$ cat src/rtl/core/srl_ram.sv
// Generic single-write, single-read RAM with registered read data.
// No dependencies.
`timescale 1ns / 1ps

module srl_ram #(
  parameter int WIDTH = 8,
  parameter int DEPTH = 16,
  localparam int AW = $clog2(DEPTH)
) (
  input  logic             clk,
  input  logic             we,
  input  logic [AW-1:0]    waddr,
  input  logic [WIDTH-1:0] wdata,
  input  logic [AW-1:0]    raddr,
  output logic [WIDTH-1:0] rdata
);

  logic [WIDTH-1:0] mem [DEPTH];

  always_ff @(posedge clk) begin
    if (we) begin
      mem[waddr] <= wdata;
    end
    rdata <= mem[raddr];
  end

endmodule

$ cat config.mk
export PLATFORM = sky130hd
export DESIGN_NAME = srl_ram
export DESIGN_NICKNAME = d
export VERILOG_FILES = /design/src/rtl/core/srl_ram.sv
export SDC_FILE = /design/constraint.sdc
export NUM_CORES = 1
export LEC_CHECK = 0
export BUFFER_PORTS_ARGS = -buffer_cell sky130_fd_sc_hd__clkbuf_2
export CAP_MARGIN = 20
export CORE_MARGIN = 3
export CORE_UTILIZATION = 50
export DETAILED_ROUTE_END_ITERATION = 16
export HOLD_SLACK_MARGIN = 0.03
export PLACE_DENSITY = 0.7
export SLEW_MARGIN = 20
export SYNTH_ARGS = -nofsm -noshare
export SYNTH_HDL_FRONTEND = slang
export SYNTH_SLANG_ARGS = --single-unit
$ cat constraint.sdc
create_clock -name clk -period 2.1 [get_ports clk]
set_input_delay 0.42 -clock clk [delete_from_list [all_inputs] [get_ports clk]]
set_output_delay 0.42 -clock clk [all_outputs]
set_load 0.01 [all_outputs]
==> impl_metrics.toml <==
[outcome]
status = "completed"

[floorplanning]
dieArea_mm2 = 0.0115
die_w_um = 107
ios = 26
initial_core_util_pct = 51.9
die_y_um = 107
rows = 36
core_area_mm2 = 0.00991

[timing]
fmax_mhz = 683
skew_ns = 0.0137
hold_violations = 0
setup_violations = 0
fin_crit_ns = 1.46
fin_setup_tns_ns = 0
drv_slew = 0
relSlewSlack_pct = 71.9
rsz0062_at_grt = "false"
worst_slew_pin_slew_ns = 0.421
fin_crit_sh_pct = 69.7

[clock_tree]
cts_setup_buffers = 0
cts_hold_buf = 0
cts.path.max_buffers = 2
cts_resized = 0
htreeDepth = 4
insertion_delay_ns = 0.51
cts_tree = "yes"
numCtsBuffers = 17
clock_tree.root_cell = "clkbuf_8"
cts.sinks = 136
cts.clk_slew.worst_paths_ns = 0.06

[yosys]
synth_cell_type_count = 19
syn_area_per_cell_um2 = 22.5
syn_nets = 247
synth_seq_cells = 136
ys_warn_count = 0
syn_inst = 229
syn-cell-area_mm2 = 0.00515
ys_seq_area_share_pct = 77.8

[worst_setup_path]
critPathLaunchType = "register"
cp_top_family = "flip-flops"
cp.arrival_ns = 1.04
crit_fanout = 1
path_buf_inv = 1
path_cells = "clkbuf_2"
endpoint_kind = "output pin"
critPathRequiredTime_ns = 1.68
crit_type = "register to output pin"
critPathMaxStageDelay_ns = 0.37
cp_slowest_cell = "dfxtp_1"

[route]
wl_met3_um = 570
wl_met2_mm = 4.93
drt-wirelength-per-cell_um = 22.3
drtPass1Iterations = 4
dr.first_iter.drc_count = 162
vias_per_cell = 5.59
drc = 0
wirelength_mm = 9.61
drtAntennaViolNets = 0
wl_met1_mm = 4.00
vias = 2404
highest_layer = "met4"

[power_and_ir_drop]
total_power_mw = 6.07
seq_power_share_pct = 50.4
power.density_mw_per_mm2 = 996
switching_share_pct = 21.7
p_leak_nw = 2.08
switchingPower_mw = 1.32
pwr-share-clk_pct = 44.9
internal_power_mw = 4.75
vdd_ir_drop_max_v = 0.000749
p_comb_share_pct = 4.7

[run]
maxCapViolCount = 0

[cells_and_area]
nNetsFinal = 302
area_growth_pct = 18.4
antennaDiodeCount = 0
layout-drive-gt1-share_pct = 32.3

[worst_hold_path]
hp-class = "input pin to register"

[global_route]
grt_max_degree = 33
grt_use_total_pct = 18.2
grt_antenna_before_repair = 0
grt_overflow_total = 0
grt_pass1_vias = 2532
grt_pass1_wl_mm = 14.8

[placed_design]
io_buffers = 25
place_congestion = 0.723
hpwl_mm = 6.10
==> cell families (layout without fill, tap and decap cells) <==
family	count (synthesis)	after routing	synth area share [%]
compound gates	16	16	2.33
buf+inv	10	78	1.68
flops	136	136	77.8
mux	32	32	15.0
simple gates	35	35	3.18
==> routing by layer <==
| layer | vias to the layer above | track usage, % |
|---|---|---|
| met3 | 7 | 5.58 |
| met1 | 1236 | 25.0 |
| met5 | - | 0 |
| li1 | 1089 | - |
| met4 | 0 | 5.86 |
| met2 | 72 | 28.3 |
==> through the flow <==
step	std cells	worst slack [ns]	hold slack (ns)	area, um2	utilization [%]
2_1_floorplan	229	0.187	0.519	5150	-
3_3_place_gp	398	0.211	0.650	5540	55.9
3_5_place_dp	398	0.186	0.665	5540	55.9
4_1_cts	430	0.590	0.306	6090	61.5
5_1_grt	430	0.585	0.339	6090	61.5
6_report	430	0.636	0.323	6090	61.5
==> cell type report <==
class                      instances  area (um2)
timing repair buffer              46         308
sequential                       136        4000
clock inverter                    15         144
multi-input combinational         83        1060
tap                              133         166
clock buffer                      17         414
fill                             701        3820
==> cells in the final DEF, fill, tap and decap left out <==
| master | n |
|---|---|
| nor3_1 | 4 |
| or3b_2 | 1 |
| buf_4 | 19 |
| edfxtp_1 | 128 |
| nand3b_1 | 2 |
| mux4_1 | 14 |
| nand2b_1 | 2 |
| clkinv_1 | 1 |
| nand3_1 | 1 |
| and2_1 | 1 |
| nor2_1 | 13 |
| clkbuf_2 | 25 |
| buf_12 | 2 |
| nand2_1 | 9 |
| bufinv_16 | 1 |
| a22oi_1 | 16 |
| clkinv_4 | 5 |
| clkbuf_8 | 1 |
| dfxtp_1 | 8 |
| clkbuf_16 | 16 |
| inv_6 | 5 |
| and2b_1 | 1 |
| mux4_2 | 18 |
| nor2b_1 | 1 |
| clkinvlp_4 | 3 |
==> synthesized netlist by cell type <==
master / count / area [um2]
clkdlybuf4s25_2: 3 / 30.0
nand2_1: 9 / 33.8
buf_4: 1 / 7.51
nand3b_1: 2 / 15.0
buf_6: 3 / 33.8
nor2b_1: 1 / 6.26
or3b_2: 1 / 8.76
mux4_1: 14 / 368
and2_1: 1 / 6.26
nor3_1: 4 / 20.0
a22oi_1: 16 / 120
nand2b_1: 2 / 12.5
edfxtp_1: 128 / 3840
dfxtp_1: 8 / 160
nand3_1: 1 / 5.00
and2b_1: 1 / 7.51
buf_2: 3 / 15.0
mux4_2: 18 / 405
nor2_1: 13 / 48.8
==> path summary, 6_finish.rpt <==
check                                          start                    to  slack [ns]  cells after the start
worst min register to register  mem[14][0]$_DFFE_PP_      rdata[0]$_DFF_P_        0.66                      3
worst max-delay path                rdata[6]$_DFF_P_              rdata[6]        0.64                      1
worst min-delay path                        wdata[1]  mem[15][1]$_DFFE_PP_        0.32                      1
worst max register to register   mem[0][6]$_DFFE_PP_      rdata[6]$_DFF_P_        0.71                      3
==> state kept, by name, summed over array words and instances (netlist names) <==
name	flops
mem	128
rdata	8
==> power groups by stage <==
stage / Combinational, mW / Sequential (mW) / Clock, mW
after floorplan: 0.154 / 3.11 / 0
after global placement: 0.281 / 3.11 / 0
after detailed placement: 0.291 / 3.11 / 0
after CTS: 0.293 / 3.06 / 2.78
after global routing: 0.311 / 3.06 / 2.88
final: 0.285 / 3.06 / 2.73
(Power assumes the default switching activity.)
